==> src/sv/dcs_pkg.sv <==
// Package for the dock charge sequencer: command and request codes, step
// machine states, status and homing result structs, and the homing step function.
// No dependencies.
package dcs_pkg;

   localparam logic [7:0]  DEFAULT_CATCH_RESET = 8'd2;
   localparam logic [15:0] POWER_HOLD_RESET    = 16'd1000;
   localparam logic [7:0]  CATCH_TARGET_RESET  = 8'd1;
   localparam logic [7:0]  POWER_CATCH_COUNT   = 8'd1;
   localparam logic [15:0] HOLD_TIMER_MAX      = 16'hFFFF;

   typedef enum logic [0:0] {
      CSR_DEFAULT_CATCH = 1'b0,
      CSR_POWER_HOLD    = 1'b1
   } csr_index_type;

   typedef enum logic [2:0] {
      REQ_TICK          = 3'd0,
      REQ_START_DEFAULT = 3'd1,
      REQ_START_COUNT   = 3'd2,
      REQ_STOP          = 3'd3,
      REQ_POWER_ON      = 3'd4
   } req_code_type;

   typedef enum logic [1:0] {
      ARM_NONE    = 2'd0,
      ARM_HOLD    = 2'd1,
      ARM_ONCE    = 2'd2,
      ARM_RELEASE = 2'd3
   } arm_cmd_type;

   typedef enum logic [1:0] {
      USB_NONE       = 2'd0,
      USB_CONNECT    = 2'd1,
      USB_DISCONNECT = 2'd2
   } usb_cmd_type;

   typedef enum logic [1:0] {
      SW_NONE = 2'd0,
      SW_ON   = 2'd1,
      SW_OFF  = 2'd2
   } sw_cmd_type;

   typedef enum logic [1:0] {
      CLK_NONE  = 2'd0,
      CLK_START = 2'd1,
      CLK_STOP  = 2'd2
   } clk_cmd_type;

   typedef enum logic [2:0] {
      HOME_IDLE       = 3'd0,
      HOME_SWITCH_OFF = 3'd1,
      HOME_UNPLUG     = 3'd2,
      HOME_RELEASE    = 3'd3,
      HOME_DONE       = 3'd4
   } home_step_type;

   typedef enum logic [2:0] {
      CHARGE_IDLE      = 3'd0,
      CHARGE_INIT      = 3'd1,
      CHARGE_CATCH     = 3'd2,
      CHARGE_PLUG      = 3'd3,
      CHARGE_SWITCH_ON = 3'd4,
      CHARGE_REPLUG    = 3'd5,
      CHARGE_COMPLETE  = 3'd6
   } charge_step_type;

   typedef enum logic [2:0] {
      START_IDLE     = 3'd0,
      START_BEGIN    = 3'd1,
      START_HOMING   = 3'd2,
      START_CHARGING = 3'd3,
      START_DONE     = 3'd4
   } start_step_type;

   typedef enum logic [1:0] {
      STOP_IDLE   = 2'd0,
      STOP_BEGIN  = 2'd1,
      STOP_HOMING = 2'd2,
      STOP_DONE   = 2'd3
   } stop_step_type;

   typedef enum logic [2:0] {
      POWER_IDLE       = 3'd0,
      POWER_BEGIN      = 3'd1,
      POWER_WAIT_START = 3'd2,
      POWER_HOLD       = 3'd3,
      POWER_WAIT_STOP  = 3'd4,
      POWER_DONE       = 3'd5
   } power_step_type;

   typedef struct packed {
      logic released;
      logic caught;
      logic plugged;
      logic unplugged;
      logic sw_on;
   } status_type;

   typedef struct packed {
      home_step_type step;
      arm_cmd_type   arm;
      usb_cmd_type   usb;
      sw_cmd_type    sw;
      clk_cmd_type   clk;
      logic          done;
   } home_out_type;

   // One pass of the homing machine. A command field of NONE means no command.
   function automatic home_out_type home_eval(home_step_type step, status_type stat);
      home_out_type r;
      r.step = step;
      r.arm  = ARM_NONE;
      r.usb  = USB_NONE;
      r.sw   = SW_NONE;
      r.clk  = CLK_NONE;
      r.done = 1'b0;
      case (step)
         HOME_IDLE: begin
         end
         HOME_SWITCH_OFF: begin
            if (stat.sw_on) begin
               r.sw  = SW_OFF;
               r.clk = CLK_STOP;
            end else begin
               r.step = HOME_UNPLUG;
            end
         end
         HOME_UNPLUG: begin
            if (stat.plugged) begin
               r.usb = USB_DISCONNECT;
            end else if (stat.unplugged) begin
               r.step = HOME_RELEASE;
            end
         end
         HOME_RELEASE: begin
            if (stat.caught) begin
               r.arm = ARM_RELEASE;
            end else if (stat.released) begin
               r.step = HOME_DONE;
            end
         end
         default: begin
            r.step = HOME_IDLE;
            r.done = 1'b1;
         end
      endcase
      return r;
   endfunction

endpackage

==> src/sv/dcs_if.sv <==
// Channel interfaces of the dock charge sequencer: the tick request channel
// and the result channel. Depends on dcs_pkg.
interface dcs_req_if import dcs_pkg::*; ();
   logic       valid;
   logic       ready;
   logic [2:0] req_type;
   logic [7:0] catch_count;
   logic [7:0] ms_elapsed;
   logic       arm_released;
   logic       arm_caught;
   logic       usb_plugged;
   logic       usb_unplugged;
   logic       switch_on;

   modport source (
      output valid, req_type, catch_count, ms_elapsed, arm_released, arm_caught,
             usb_plugged, usb_unplugged, switch_on,
      input  ready
   );
   modport sink (
      input  valid, req_type, catch_count, ms_elapsed, arm_released, arm_caught,
             usb_plugged, usb_unplugged, switch_on,
      output ready
   );
endinterface

interface dcs_rsp_if import dcs_pkg::*; ();
   logic        valid;
   logic        ready;
   arm_cmd_type arm_cmd;
   usb_cmd_type usb_cmd;
   sw_cmd_type  switch_cmd;
   clk_cmd_type charge_clock_cmd;
   logic        start_done;
   logic        stop_done;
   logic        power_on_done;
   logic        power_on_finished;
   logic        charging_now;
   logic        at_home;

   modport source (
      output valid, arm_cmd, usb_cmd, switch_cmd, charge_clock_cmd, start_done,
             stop_done, power_on_done, power_on_finished, charging_now, at_home,
      input  ready
   );
   modport sink (
      input  valid, arm_cmd, usb_cmd, switch_cmd, charge_clock_cmd, start_done,
             stop_done, power_on_done, power_on_finished, charging_now, at_home,
      output ready
   );
endinterface

==> src/sv/dock_charge_sequencer.sv <==
// Top level of the dock charge sequencer: input register, step machines and
// result register. Depends on dcs_pkg and the channel interfaces in dcs_if.sv.
//
// Each accepted tick is captured in an input register, evaluated combinationally
// by the start, stop, power-on, homing and charging step machines, and its
// result is written to a result register; one tick can be accepted in every
// cycle while the result is not stalled. The input register moves forward
// whenever the result register is empty or being taken, so a stalled result
// holds at most one further tick inside.
// Configuration writes take effect on the next clock edge.
module dock_charge_sequencer import dcs_pkg::*; (
   input  logic        clock,
   input  logic        reset,
   dcs_req_if.sink     req_chan,
   dcs_rsp_if.source   rsp_chan,
   input  logic        csr_we,
   input  logic        csr_index,
   input  logic [15:0] csr_wdata
);

   logic [7:0]  default_catch_ff;
   logic [15:0] power_hold_ff;

   logic        s1_valid_ff;
   logic [2:0]  s1_req_ff;
   logic [7:0]  s1_count_ff;
   logic [7:0]  s1_ms_ff;
   status_type  s1_stat_ff;

   home_step_type   home_ff, home_in;
   charge_step_type charge_ff, charge_in;
   start_step_type  start_ff, start_in;
   stop_step_type   stop_ff, stop_in;
   power_step_type  power_ff, power_in;
   logic [7:0]      catches_ff, catches_in;
   logic            retried_ff, retried_in;
   logic [7:0]      target_ff, target_in;
   logic [15:0]     hold_ff, hold_in;
   logic            finished_ff, finished_in;

   arm_cmd_type arm_c;
   usb_cmd_type usb_c;
   sw_cmd_type  sw_c;
   clk_cmd_type clk_c;
   logic        start_done_c, stop_done_c, power_done_c;

   logic        rsp_valid_ff;
   arm_cmd_type rsp_arm_ff, rsp_arm_in;
   usb_cmd_type rsp_usb_ff, rsp_usb_in;
   sw_cmd_type  rsp_sw_ff, rsp_sw_in;
   clk_cmd_type rsp_clk_ff, rsp_clk_in;
   logic [5:0]  rsp_flags_ff, rsp_flags_in;

   logic s1_advance;

   assign s1_advance     = s1_valid_ff && (!rsp_valid_ff || rsp_chan.ready);
   assign req_chan.ready = !s1_valid_ff || s1_advance;

   always_ff @(posedge clock) begin
      if (reset) begin
         default_catch_ff <= DEFAULT_CATCH_RESET;
         power_hold_ff    <= POWER_HOLD_RESET;
      end else if (csr_we) begin
         case (csr_index_type'(csr_index))
            CSR_DEFAULT_CATCH: default_catch_ff <= csr_wdata[7:0];
            CSR_POWER_HOLD:    power_hold_ff    <= csr_wdata;
            default: begin
            end
         endcase
      end
   end

   always_ff @(posedge clock) begin
      if (reset) begin
         s1_valid_ff <= 1'b0;
      end else if (req_chan.ready) begin
         s1_valid_ff <= req_chan.valid;
      end
   end

   always_ff @(posedge clock) begin
      if (req_chan.ready && req_chan.valid) begin
         s1_req_ff            <= req_chan.req_type;
         s1_count_ff          <= req_chan.catch_count;
         s1_ms_ff             <= req_chan.ms_elapsed;
         s1_stat_ff.released  <= req_chan.arm_released;
         s1_stat_ff.caught    <= req_chan.arm_caught;
         s1_stat_ff.plugged   <= req_chan.usb_plugged;
         s1_stat_ff.unplugged <= req_chan.usb_unplugged;
         s1_stat_ff.sw_on     <= req_chan.switch_on;
      end
   end

   // The machines run in a fixed order within one tick; later machines see
   // the steps that earlier ones left, and the last command issued wins.
   always_comb begin
      home_out_type ho_a;
      home_out_type ho_b;
      logic [16:0]  hold_sum;
      logic         charge_done;

      home_in      = home_ff;
      charge_in    = charge_ff;
      start_in     = start_ff;
      stop_in      = stop_ff;
      power_in     = power_ff;
      catches_in   = catches_ff;
      retried_in   = retried_ff;
      target_in    = target_ff;
      hold_in      = hold_ff;
      finished_in  = finished_ff;
      arm_c        = ARM_NONE;
      usb_c        = USB_NONE;
      sw_c         = SW_NONE;
      clk_c        = CLK_NONE;
      start_done_c = 1'b0;
      stop_done_c  = 1'b0;
      power_done_c = 1'b0;
      charge_done  = 1'b0;
      ho_a         = '0;
      ho_b         = '0;
      hold_sum     = '0;

      case (req_code_type'(s1_req_ff))
         REQ_START_DEFAULT: begin
            start_in  = START_BEGIN;
            target_in = default_catch_ff;
         end
         REQ_START_COUNT: begin
            start_in  = START_BEGIN;
            target_in = s1_count_ff;
         end
         REQ_STOP: begin
            stop_in = STOP_BEGIN;
         end
         REQ_POWER_ON: begin
            power_in    = POWER_BEGIN;
            finished_in = 1'b0;
         end
         default: begin
         end
      endcase

      case (start_in)
         START_IDLE: begin
         end
         START_BEGIN: begin
            home_in  = HOME_SWITCH_OFF;
            start_in = START_HOMING;
         end
         START_HOMING: begin
            ho_a    = home_eval(home_in, s1_stat_ff);
            home_in = ho_a.step;
            if (ho_a.arm != ARM_NONE) arm_c = ho_a.arm;
            if (ho_a.usb != USB_NONE) usb_c = ho_a.usb;
            if (ho_a.sw != SW_NONE) sw_c = ho_a.sw;
            if (ho_a.clk != CLK_NONE) clk_c = ho_a.clk;
            if (ho_a.done) begin
               charge_in = CHARGE_INIT;
               start_in  = START_CHARGING;
            end
         end
         START_CHARGING: begin
            case (charge_in)
               CHARGE_IDLE: begin
               end
               CHARGE_INIT, CHARGE_CATCH: begin
                  if (charge_in == CHARGE_INIT) begin
                     catches_in = '0;
                     retried_in = 1'b0;
                     charge_in  = CHARGE_CATCH;
                  end
                  if (s1_stat_ff.released) begin
                     arm_c = ({1'b0, target_in} <= ({1'b0, catches_in} + 9'd1)) ?
                             ARM_HOLD : ARM_ONCE;
                     catches_in = catches_in + 8'd1;
                  end else if (s1_stat_ff.caught) begin
                     if (catches_in >= target_in) begin
                        charge_in = CHARGE_PLUG;
                     end else begin
                        arm_c = ARM_RELEASE;
                     end
                  end
               end
               CHARGE_PLUG: begin
                  if (s1_stat_ff.unplugged) begin
                     usb_c = USB_CONNECT;
                  end else if (s1_stat_ff.plugged) begin
                     if (!retried_in) begin
                        catches_in = '0;
                        charge_in  = CHARGE_REPLUG;
                        retried_in = 1'b1;
                     end else begin
                        charge_in = CHARGE_SWITCH_ON;
                     end
                  end
               end
               CHARGE_SWITCH_ON: begin
                  if (!s1_stat_ff.sw_on) begin
                     sw_c  = SW_ON;
                     clk_c = CLK_START;
                  end else begin
                     charge_in = CHARGE_COMPLETE;
                  end
               end
               CHARGE_REPLUG: begin
                  if (s1_stat_ff.plugged) begin
                     usb_c = USB_DISCONNECT;
                  end else if (s1_stat_ff.unplugged) begin
                     charge_in = CHARGE_CATCH;
                  end
               end
               default: begin
                  charge_in   = CHARGE_IDLE;
                  charge_done = 1'b1;
               end
            endcase
            if (charge_done) start_in = START_DONE;
         end
         default: begin
            start_in     = START_IDLE;
            start_done_c = 1'b1;
         end
      endcase

      case (stop_in)
         STOP_IDLE: begin
         end
         STOP_BEGIN: begin
            home_in = HOME_SWITCH_OFF;
            stop_in = STOP_HOMING;
         end
         STOP_HOMING: begin
            ho_b    = home_eval(home_in, s1_stat_ff);
            home_in = ho_b.step;
            if (ho_b.arm != ARM_NONE) arm_c = ho_b.arm;
            if (ho_b.usb != USB_NONE) usb_c = ho_b.usb;
            if (ho_b.sw != SW_NONE) sw_c = ho_b.sw;
            if (ho_b.clk != CLK_NONE) clk_c = ho_b.clk;
            if (ho_b.done) stop_in = STOP_DONE;
         end
         default: begin
            stop_in     = STOP_IDLE;
            stop_done_c = 1'b1;
         end
      endcase

      case (power_in)
         POWER_IDLE: begin
         end
         POWER_BEGIN: begin
            start_in  = START_BEGIN;
            target_in = POWER_CATCH_COUNT;
            power_in  = POWER_WAIT_START;
         end
         POWER_WAIT_START: begin
            if (start_in == START_IDLE) begin
               hold_in  = '0;
               power_in = POWER_HOLD;
            end
         end
         POWER_HOLD: begin
            hold_sum = {1'b0, hold_in} + {9'd0, s1_ms_ff};
            hold_in  = hold_sum[16] ? HOLD_TIMER_MAX : hold_sum[15:0];
            if (hold_in >= power_hold_ff) begin
               stop_in  = STOP_BEGIN;
               power_in = POWER_WAIT_STOP;
            end
         end
         POWER_WAIT_STOP: begin
            if (stop_in == STOP_IDLE) power_in = POWER_DONE;
         end
         default: begin
            power_in     = POWER_IDLE;
            power_done_c = 1'b1;
         end
      endcase

      if (power_done_c) finished_in = 1'b1;
   end

   always_comb begin
      rsp_arm_in   = arm_c;
      rsp_usb_in   = usb_c;
      rsp_sw_in    = sw_c;
      rsp_clk_in   = clk_c;
      rsp_flags_in = {start_done_c, stop_done_c, power_done_c, finished_in,
                      s1_stat_ff.caught && s1_stat_ff.plugged && s1_stat_ff.sw_on,
                      s1_stat_ff.released && s1_stat_ff.unplugged && !s1_stat_ff.sw_on};
   end

   always_ff @(posedge clock) begin
      if (reset) begin
         home_ff     <= HOME_IDLE;
         charge_ff   <= CHARGE_IDLE;
         start_ff    <= START_IDLE;
         stop_ff     <= STOP_IDLE;
         power_ff    <= POWER_IDLE;
         catches_ff  <= '0;
         retried_ff  <= 1'b0;
         target_ff   <= CATCH_TARGET_RESET;
         hold_ff     <= '0;
         finished_ff <= 1'b0;
      end else if (s1_advance) begin
         home_ff     <= home_in;
         charge_ff   <= charge_in;
         start_ff    <= start_in;
         stop_ff     <= stop_in;
         power_ff    <= power_in;
         catches_ff  <= catches_in;
         retried_ff  <= retried_in;
         target_ff   <= target_in;
         hold_ff     <= hold_in;
         finished_ff <= finished_in;
      end
   end

   always_ff @(posedge clock) begin
      if (reset) begin
         rsp_valid_ff <= 1'b0;
      end else if (s1_advance) begin
         rsp_valid_ff <= 1'b1;
      end else if (rsp_chan.ready) begin
         rsp_valid_ff <= 1'b0;
      end
   end

   always_ff @(posedge clock) begin
      if (s1_advance) begin
         rsp_arm_ff   <= rsp_arm_in;
         rsp_usb_ff   <= rsp_usb_in;
         rsp_sw_ff    <= rsp_sw_in;
         rsp_clk_ff   <= rsp_clk_in;
         rsp_flags_ff <= rsp_flags_in;
      end
   end

   assign rsp_chan.valid             = rsp_valid_ff;
   assign rsp_chan.arm_cmd           = rsp_arm_ff;
   assign rsp_chan.usb_cmd           = rsp_usb_ff;
   assign rsp_chan.switch_cmd        = rsp_sw_ff;
   assign rsp_chan.charge_clock_cmd  = rsp_clk_ff;
   assign rsp_chan.start_done        = rsp_flags_ff[5];
   assign rsp_chan.stop_done         = rsp_flags_ff[4];
   assign rsp_chan.power_on_done     = rsp_flags_ff[3];
   assign rsp_chan.power_on_finished = rsp_flags_ff[2];
   assign rsp_chan.charging_now      = rsp_flags_ff[1];
   assign rsp_chan.at_home           = rsp_flags_ff[0];

endmodule
==> src/flat_wrapper.sv <==
// flat-port wrapper written by rule: the top's interface ports become plain ports
module dock_charge_sequencer_flat import dcs_pkg::*;
  (clock, reset, csr_we, csr_index, csr_wdata, req_chan_valid, req_chan_req_type, req_chan_catch_count, req_chan_ms_elapsed, req_chan_arm_released, req_chan_arm_caught, req_chan_usb_plugged, req_chan_usb_unplugged, req_chan_switch_on, req_chan_ready, rsp_chan_valid, rsp_chan_arm_cmd, rsp_chan_usb_cmd, rsp_chan_switch_cmd, rsp_chan_charge_clock_cmd, rsp_chan_start_done, rsp_chan_stop_done, rsp_chan_power_on_done, rsp_chan_power_on_finished, rsp_chan_charging_now, rsp_chan_at_home, rsp_chan_ready);
  dcs_req_if req_chan_i ();
  dcs_rsp_if rsp_chan_i ();
  input  logic clock;
  input  logic reset;
  input  logic csr_we;
  input  logic csr_index;
  input  logic [15:0] csr_wdata;
  input wire logic [$bits(req_chan_i.valid)-1:0] req_chan_valid;
  input wire logic [$bits(req_chan_i.req_type)-1:0] req_chan_req_type;
  input wire logic [$bits(req_chan_i.catch_count)-1:0] req_chan_catch_count;
  input wire logic [$bits(req_chan_i.ms_elapsed)-1:0] req_chan_ms_elapsed;
  input wire logic [$bits(req_chan_i.arm_released)-1:0] req_chan_arm_released;
  input wire logic [$bits(req_chan_i.arm_caught)-1:0] req_chan_arm_caught;
  input wire logic [$bits(req_chan_i.usb_plugged)-1:0] req_chan_usb_plugged;
  input wire logic [$bits(req_chan_i.usb_unplugged)-1:0] req_chan_usb_unplugged;
  input wire logic [$bits(req_chan_i.switch_on)-1:0] req_chan_switch_on;
  output wire logic [$bits(req_chan_i.ready)-1:0] req_chan_ready;
  output wire logic [$bits(rsp_chan_i.valid)-1:0] rsp_chan_valid;
  output wire logic [$bits(rsp_chan_i.arm_cmd)-1:0] rsp_chan_arm_cmd;
  output wire logic [$bits(rsp_chan_i.usb_cmd)-1:0] rsp_chan_usb_cmd;
  output wire logic [$bits(rsp_chan_i.switch_cmd)-1:0] rsp_chan_switch_cmd;
  output wire logic [$bits(rsp_chan_i.charge_clock_cmd)-1:0] rsp_chan_charge_clock_cmd;
  output wire logic [$bits(rsp_chan_i.start_done)-1:0] rsp_chan_start_done;
  output wire logic [$bits(rsp_chan_i.stop_done)-1:0] rsp_chan_stop_done;
  output wire logic [$bits(rsp_chan_i.power_on_done)-1:0] rsp_chan_power_on_done;
  output wire logic [$bits(rsp_chan_i.power_on_finished)-1:0] rsp_chan_power_on_finished;
  output wire logic [$bits(rsp_chan_i.charging_now)-1:0] rsp_chan_charging_now;
  output wire logic [$bits(rsp_chan_i.at_home)-1:0] rsp_chan_at_home;
  input wire logic [$bits(rsp_chan_i.ready)-1:0] rsp_chan_ready;
  assign req_chan_i.valid = req_chan_valid;
  assign req_chan_i.req_type = req_chan_req_type;
  assign req_chan_i.catch_count = req_chan_catch_count;
  assign req_chan_i.ms_elapsed = req_chan_ms_elapsed;
  assign req_chan_i.arm_released = req_chan_arm_released;
  assign req_chan_i.arm_caught = req_chan_arm_caught;
  assign req_chan_i.usb_plugged = req_chan_usb_plugged;
  assign req_chan_i.usb_unplugged = req_chan_usb_unplugged;
  assign req_chan_i.switch_on = req_chan_switch_on;
  assign req_chan_ready = req_chan_i.ready;
  assign rsp_chan_valid = rsp_chan_i.valid;
  assign rsp_chan_arm_cmd = rsp_chan_i.arm_cmd;
  assign rsp_chan_usb_cmd = rsp_chan_i.usb_cmd;
  assign rsp_chan_switch_cmd = rsp_chan_i.switch_cmd;
  assign rsp_chan_charge_clock_cmd = rsp_chan_i.charge_clock_cmd;
  assign rsp_chan_start_done = rsp_chan_i.start_done;
  assign rsp_chan_stop_done = rsp_chan_i.stop_done;
  assign rsp_chan_power_on_done = rsp_chan_i.power_on_done;
  assign rsp_chan_power_on_finished = rsp_chan_i.power_on_finished;
  assign rsp_chan_charging_now = rsp_chan_i.charging_now;
  assign rsp_chan_at_home = rsp_chan_i.at_home;
  assign rsp_chan_i.ready = rsp_chan_ready;
  dock_charge_sequencer u_core (.clock(clock), .reset(reset), .req_chan(req_chan_i), .rsp_chan(rsp_chan_i), .csr_we(csr_we), .csr_index(csr_index), .csr_wdata(csr_wdata));
endmodule
==> config.mk <==
export PLATFORM = sky130hd
export DESIGN_NAME = dock_charge_sequencer_flat
export DESIGN_NICKNAME = d
export VERILOG_FILES = /design/src/sv/dcs_pkg.sv /design/src/sv/dcs_if.sv /design/src/sv/dock_charge_sequencer.sv /design/src/flat_wrapper.sv
export SDC_FILE = /design/constraint.sdc
export NUM_CORES = 1
export LEC_CHECK = 0
export BUFFER_PORTS_ARGS = -buffer_cell sky130_fd_sc_hd__buf_2
export CAP_MARGIN = 20
export CORE_UTILIZATION = 57
export CTS_CLUSTER_DIAMETER = 30
export DETAILED_ROUTE_END_ITERATION = 6
export PLACE_DENSITY_LB_ADDON = 0.12
export SLEW_MARGIN = 20
export SYNTH_ARGS = -nofsm -noshare
export SYNTH_HDL_FRONTEND = slang
export SYNTH_SLANG_ARGS = --single-unit
export TNS_END_PERCENT = 20
==> constraint.sdc <==
create_clock -name clock -period 10.9 [get_ports clock]
set_clock_uncertainty 0.05 [all_clocks]
set_input_delay 2.18 -clock clock [delete_from_list [all_inputs] [get_ports clock]]
set_output_delay 2.18 -clock clock [all_outputs]
set_load 0.03 [all_outputs]
Word level (Yosys, flattened, before mapping)
Index checks and enable logic that the tools add are counted.

word-level totals
  bits in registers = 112
  bits of input ports = 46
  output and inout bits = 16

cells by class
  $add $sub $neg = 3
  order comparisons = 3
  equal/unequal tests = 36
  muxes and demuxes = 112
  bitwise logic cells = 1
  reduce and logical (&&, ||, !) cells = 45

operators with widths
  kind                   number
  $mux W3                28
  $mux W2                32
  $mux W8                8
  $eq A3 B2 Y1 const B   12
  $pmux W3 S4            3
  $mux W16               2
  $pmux W16 S2           1
  $pmux W8 S2            2
  $pmux W3 S5            2
  $reduce_bool A2 Y1     12
  $mux W4                5
  $pmux W2 S2            5
  $mux W1                19
  $eq A3 B1 Y1 const B   6
  $logic_not A3 Y1       6
  $pmux W3 S2            3
  $add A16 B8 Y17        1
  $ge A16 B16 Y1         1
  $eq A3 B3 Y1 const B   4
  $reduce_and A6 Y1      2
  $reduce_or A4 Y1       3
  $add A8 B1 Y9 const B  1
  $le A8 B9 Y1           1
  $ne A3 B2 Y1 const B   3
  other kinds (21)       38

Logic depth before layout (Yosys ltp)
  depth after elaboration = 14
  mapped depth = 15
  depth with buffers taken out = 14

Worst setup path before layout
No wires, ideal clock.

  path kind = input to output
  start = in rsp_chan_ready
  end = out req_chan_ready
  arrival = 2583 ps
  setup slack = 6087 ps
  stages = 2
  cell sequence = nor2b_1 nand2_1

between the ends
  longest elaborated chain between the ends = 3

ends and longest elaborated chain
  element              RTL line                     source
  from (decl)          flat_wrapper.sv:32           input wire logic [$bits(rsp_chan_i.ready)-1:0] rsp_chan_ready;
  $logic_or A1 B1 Y1   dock_charge_sequencer.sv:56  assign s1_advance = s1_valid_ff && (!rsp_valid_ff || rsp_chan.ready);
  $logic_and A1 B1 Y1  dock_charge_sequencer.sv:56
  $logic_or A1 B1 Y1   dock_charge_sequencer.sv:57  assign req_chan.ready = !s1_valid_ff || s1_advance;
  to (decl)            flat_wrapper.sv:20           output wire logic [$bits(req_chan_i.ready)-1:0] req_chan_ready;

Every way passes these cells.

Worst setup path in the final report
Ends and elaborated chain as after synthesis.

==> impl_metrics.tcl <==
set metrics [dict create \
    outcome "finished clean" \
    cpMaxStageDelayCell "nor2b_1" \
    synth_top_area_frac 0.231 \
    worstPathArrival_ps 2760 \
    grt_usage 0.270 \
    avgViaCountPerCell 6.07 \
    port_buffers 61 \
    r2r-end "u_core.rsp_chan.arm_cmd[0]" \
    finalHoldViolations 0 \
    syn2layout_area_growth_pct 8.50 \
    r2r_setup_slack_ps 6290 \
    grt_max_degree 52 \
    drcViolationCount 0 \
    cts-hold-fix-buffers 0 \
    worstPathCellList "buf_2, nor2b_1, nand2_1, buf_2" \
    ys_types 75 \
    drtAntennaViolNets 0 \
    post-cts-setup-buffer-count 0 \
    antenna_found_initial 0 \
    routed-via-count 5461 \
    holdWs_ps 414 \
    ys_seq_area_frac 0.400 \
    period_share 0.458 \
    syn_nets 811 \
    worstRegToRegCells 14 \
    synth_flop_cell "dfxtp_1" \
    coreArea_um2 10900 \
    min_path_type "flip-flop to flip-flop" \
    fp.dieW_um 108 \
    tns_ps 0 \
    synth_top_cells_by_area "dfxtp_1, edfxtp_1, ha_1" \
    rr_startpoint "u_core.charge_ff[0]" \
    hold-path-endpoint "u_core.power_hold_ff[1]" \
    min_from "u_core.power_hold_ff[1]" \
    gp_congestion 0.843 \
    drt_wl_total_um 14900 \
    synth_top_area_cell "dfxtp_1" \
    place_area_um2 6740 \
    clkLatencyLatePin_ps 390 \
    maxCapViolations 0 \
    die_h_um 108 \
    async_flop_share 0 \
    startpoint_type "input pin" \
    post-route-cell-area_um2 6950 \
    fin_crit_ps 4990 \
    row_count 38 \
    cts-resized-gates 0 \
    fill_cells 952 \
    drv_slew 0 \
    synth_common_cells "nand2_1, dfxtp_1, a21oi_1" \
    cp_num_buf_inv 2 \
    critPathTopFamily "simple AND/OR/NAND/NOR gates" \
    io-pin-count 62 \
    dp_cells 883 \
    hold_depth 2 \
    setup.worst_path.class "input pin to output port" \
    fmax_ghz 0.200 \
    drtIter0Drc 358 \
    ys_ff_latch 110 \
    p_per_area_nw_per_um2 117 \
    grt_overflow 0 \
    wl_per_cell_um 16.6 \
    cp_max_fo 4 \
    p_leak_uw 0.00280 \
    cp_common_cell "buf_2" \
    slowest_delay_ps 210 \
    dp_slack_ps 5910 \
    synth_edf_count 36 \
    clockRootBuffer "clkbuf_8" \
    cts.sinks 110 \
    worst_pin_slew_ps 1050 \
    post_synth.cell_area_avg_um2 8.90 \
    synth.cell_area_um2 6400 \
    syn_inst 719 \
    relSlewSlack 0.299 \
    ir_drop_mv 0.123 \
    critPathCaptureType "output port" \
    grt_pass1_vias 5215 \
    final_cells 899 \
    setup_viol 0 \
    tritoncts "built" \
    initial_core_util 0.588 \
    cts_buffers 9 \
    clockBufferDepth 2 \
    fin_nets 846 \
    cp.required_ps 8670 \
    layout_setup_ws_ps 5910 \
    dp_hpwl_um 10900 \
    path_clk_slew_ps 110 \
    antenna_cells 0 \
    h-tree-depth 3 \
    first_pass_iters 5 \
    rsz0062_at_grt "false" \
    yosys_warnings 0 \
    fp.dieArea_um2 11700 \
    yosys.cell_count.top_type "nand2_1" \
    grt_pass1_wl_um 24600 \
    drive_above_1_share 0.126 \
]
==> placed cells by master (no fill, tap or decap), types with 12 or more instances in the layout <==
master and n:
a21o_1 12, a21oi_1 49, and2_1 14, buf_2 61, dfxtp_1 74, edfxtp_1 36
ha_1 45, inv_1 37, nand2_1 88, nand2b_1 20, nand3_1 21, nor2_1 43
nor3_1 14, o211ai_1 13, o21ai_0 22, o22a_1 20
==> final cells by class <==
cell class | count | area (um2) | area share
inverter | 39 | 146 | 0.0211
tap | 140 | 175 | 0.0252
timing repair buffer | 64 | 328 | 0.0472
multi-input combinational | 530 | 3520 | 0.507
clock inverter | 4 | 31.3 | 0.00450
sequential | 110 | 2560 | 0.369
clock buffer | 12 | 178 | 0.0256
==> worst min-delay path: stages, from the launching register on <==
cell and delay, ps:
dfxtp_1 320, nand2_1 50, a21oi_1 50
==> kinds of logic (layout without fill, tap and decap cells) <==
kind of cell / after synthesis / in the layout / share of synthesized area
buffers and inverters: 79 / 119 / 0.0491
AND/OR/NAND/NOR: 257 / 257 / 0.203
multiplexers: 4 / 4 / 0.00665
AO/OA/AOI/OAI: 207 / 207 / 0.226
flip-flops: 110 / 110 / 0.400
adder cells (fa/ha/maj): 46 / 46 / 0.0911
XOR/XNOR: 16 / 16 / 0.0231
==> metal layers <==
metal | wire length, um | track usage | part of all wire
met4 | 257 | 0.0998 | 0.017
met5 | 0 | 0 | 0
met3 | 576 | 0.0609 | 0.039
met2 | 7550 | 0.478 | 0.51
met1 | 6550 | 0.317 | 0.44
==> how the worst max path moves through the flow <==
stage	to	slack (ps)	from	cells after the start
final	req_chan_ready	5910	rsp_chan_ready	4
after global routing	req_chan_ready	5840	rsp_chan_ready	4
after floorplan	req_chan_ready	6090	rsp_chan_ready	2
after detailed placement	req_chan_ready	5910	rsp_chan_ready	4
after global placement	req_chan_ready	5950	rsp_chan_ready	4
after CTS	req_chan_ready	5910	rsp_chan_ready	4
==> stage by stage <==
step | total power (uW) | utilization
2_1_floorplan | 533 | -
3_3_place_gp | 562 | 0.619
3_5_place_dp | 566 | 0.619
4_1_cts | 821 | 0.638
5_1_grt | 851 | 0.638
6_report | 815 | 0.638
==> flip-flops by register name, summed over array words and instances (netlist names), 2 cells and up <==
signal / flops
u_core.hold_ff: 16
u_core.power_hold_ff: 16
u_core.catches_ff: 8
u_core.default_catch_ff: 8
u_core.s1_count_ff: 8
u_core.s1_ms_ff: 8
u_core.target_ff: 8
u_core.rsp_flags_ff: 6
u_core.s1_stat_ff: 5
u_core.charge_ff: 3
u_core.home_ff: 3
u_core.power_ff: 3
u_core.s1_req_ff: 3
u_core.start_ff: 3
u_core.rsp_chan.arm_cmd: 2
u_core.rsp_chan.charge_clock_cmd: 2
u_core.rsp_chan.usb_cmd: 2
u_core.stop_ff: 2
==> power breakdown <==
group          total (uW)  internal [uW]  leakage [uW]  switching, uW
clock network         258            113      0.000108            145
registers             451            439      0.000951           12.6
logic                 106           42.0       0.00174           64.2
Power figures use the tool's default switching activity.
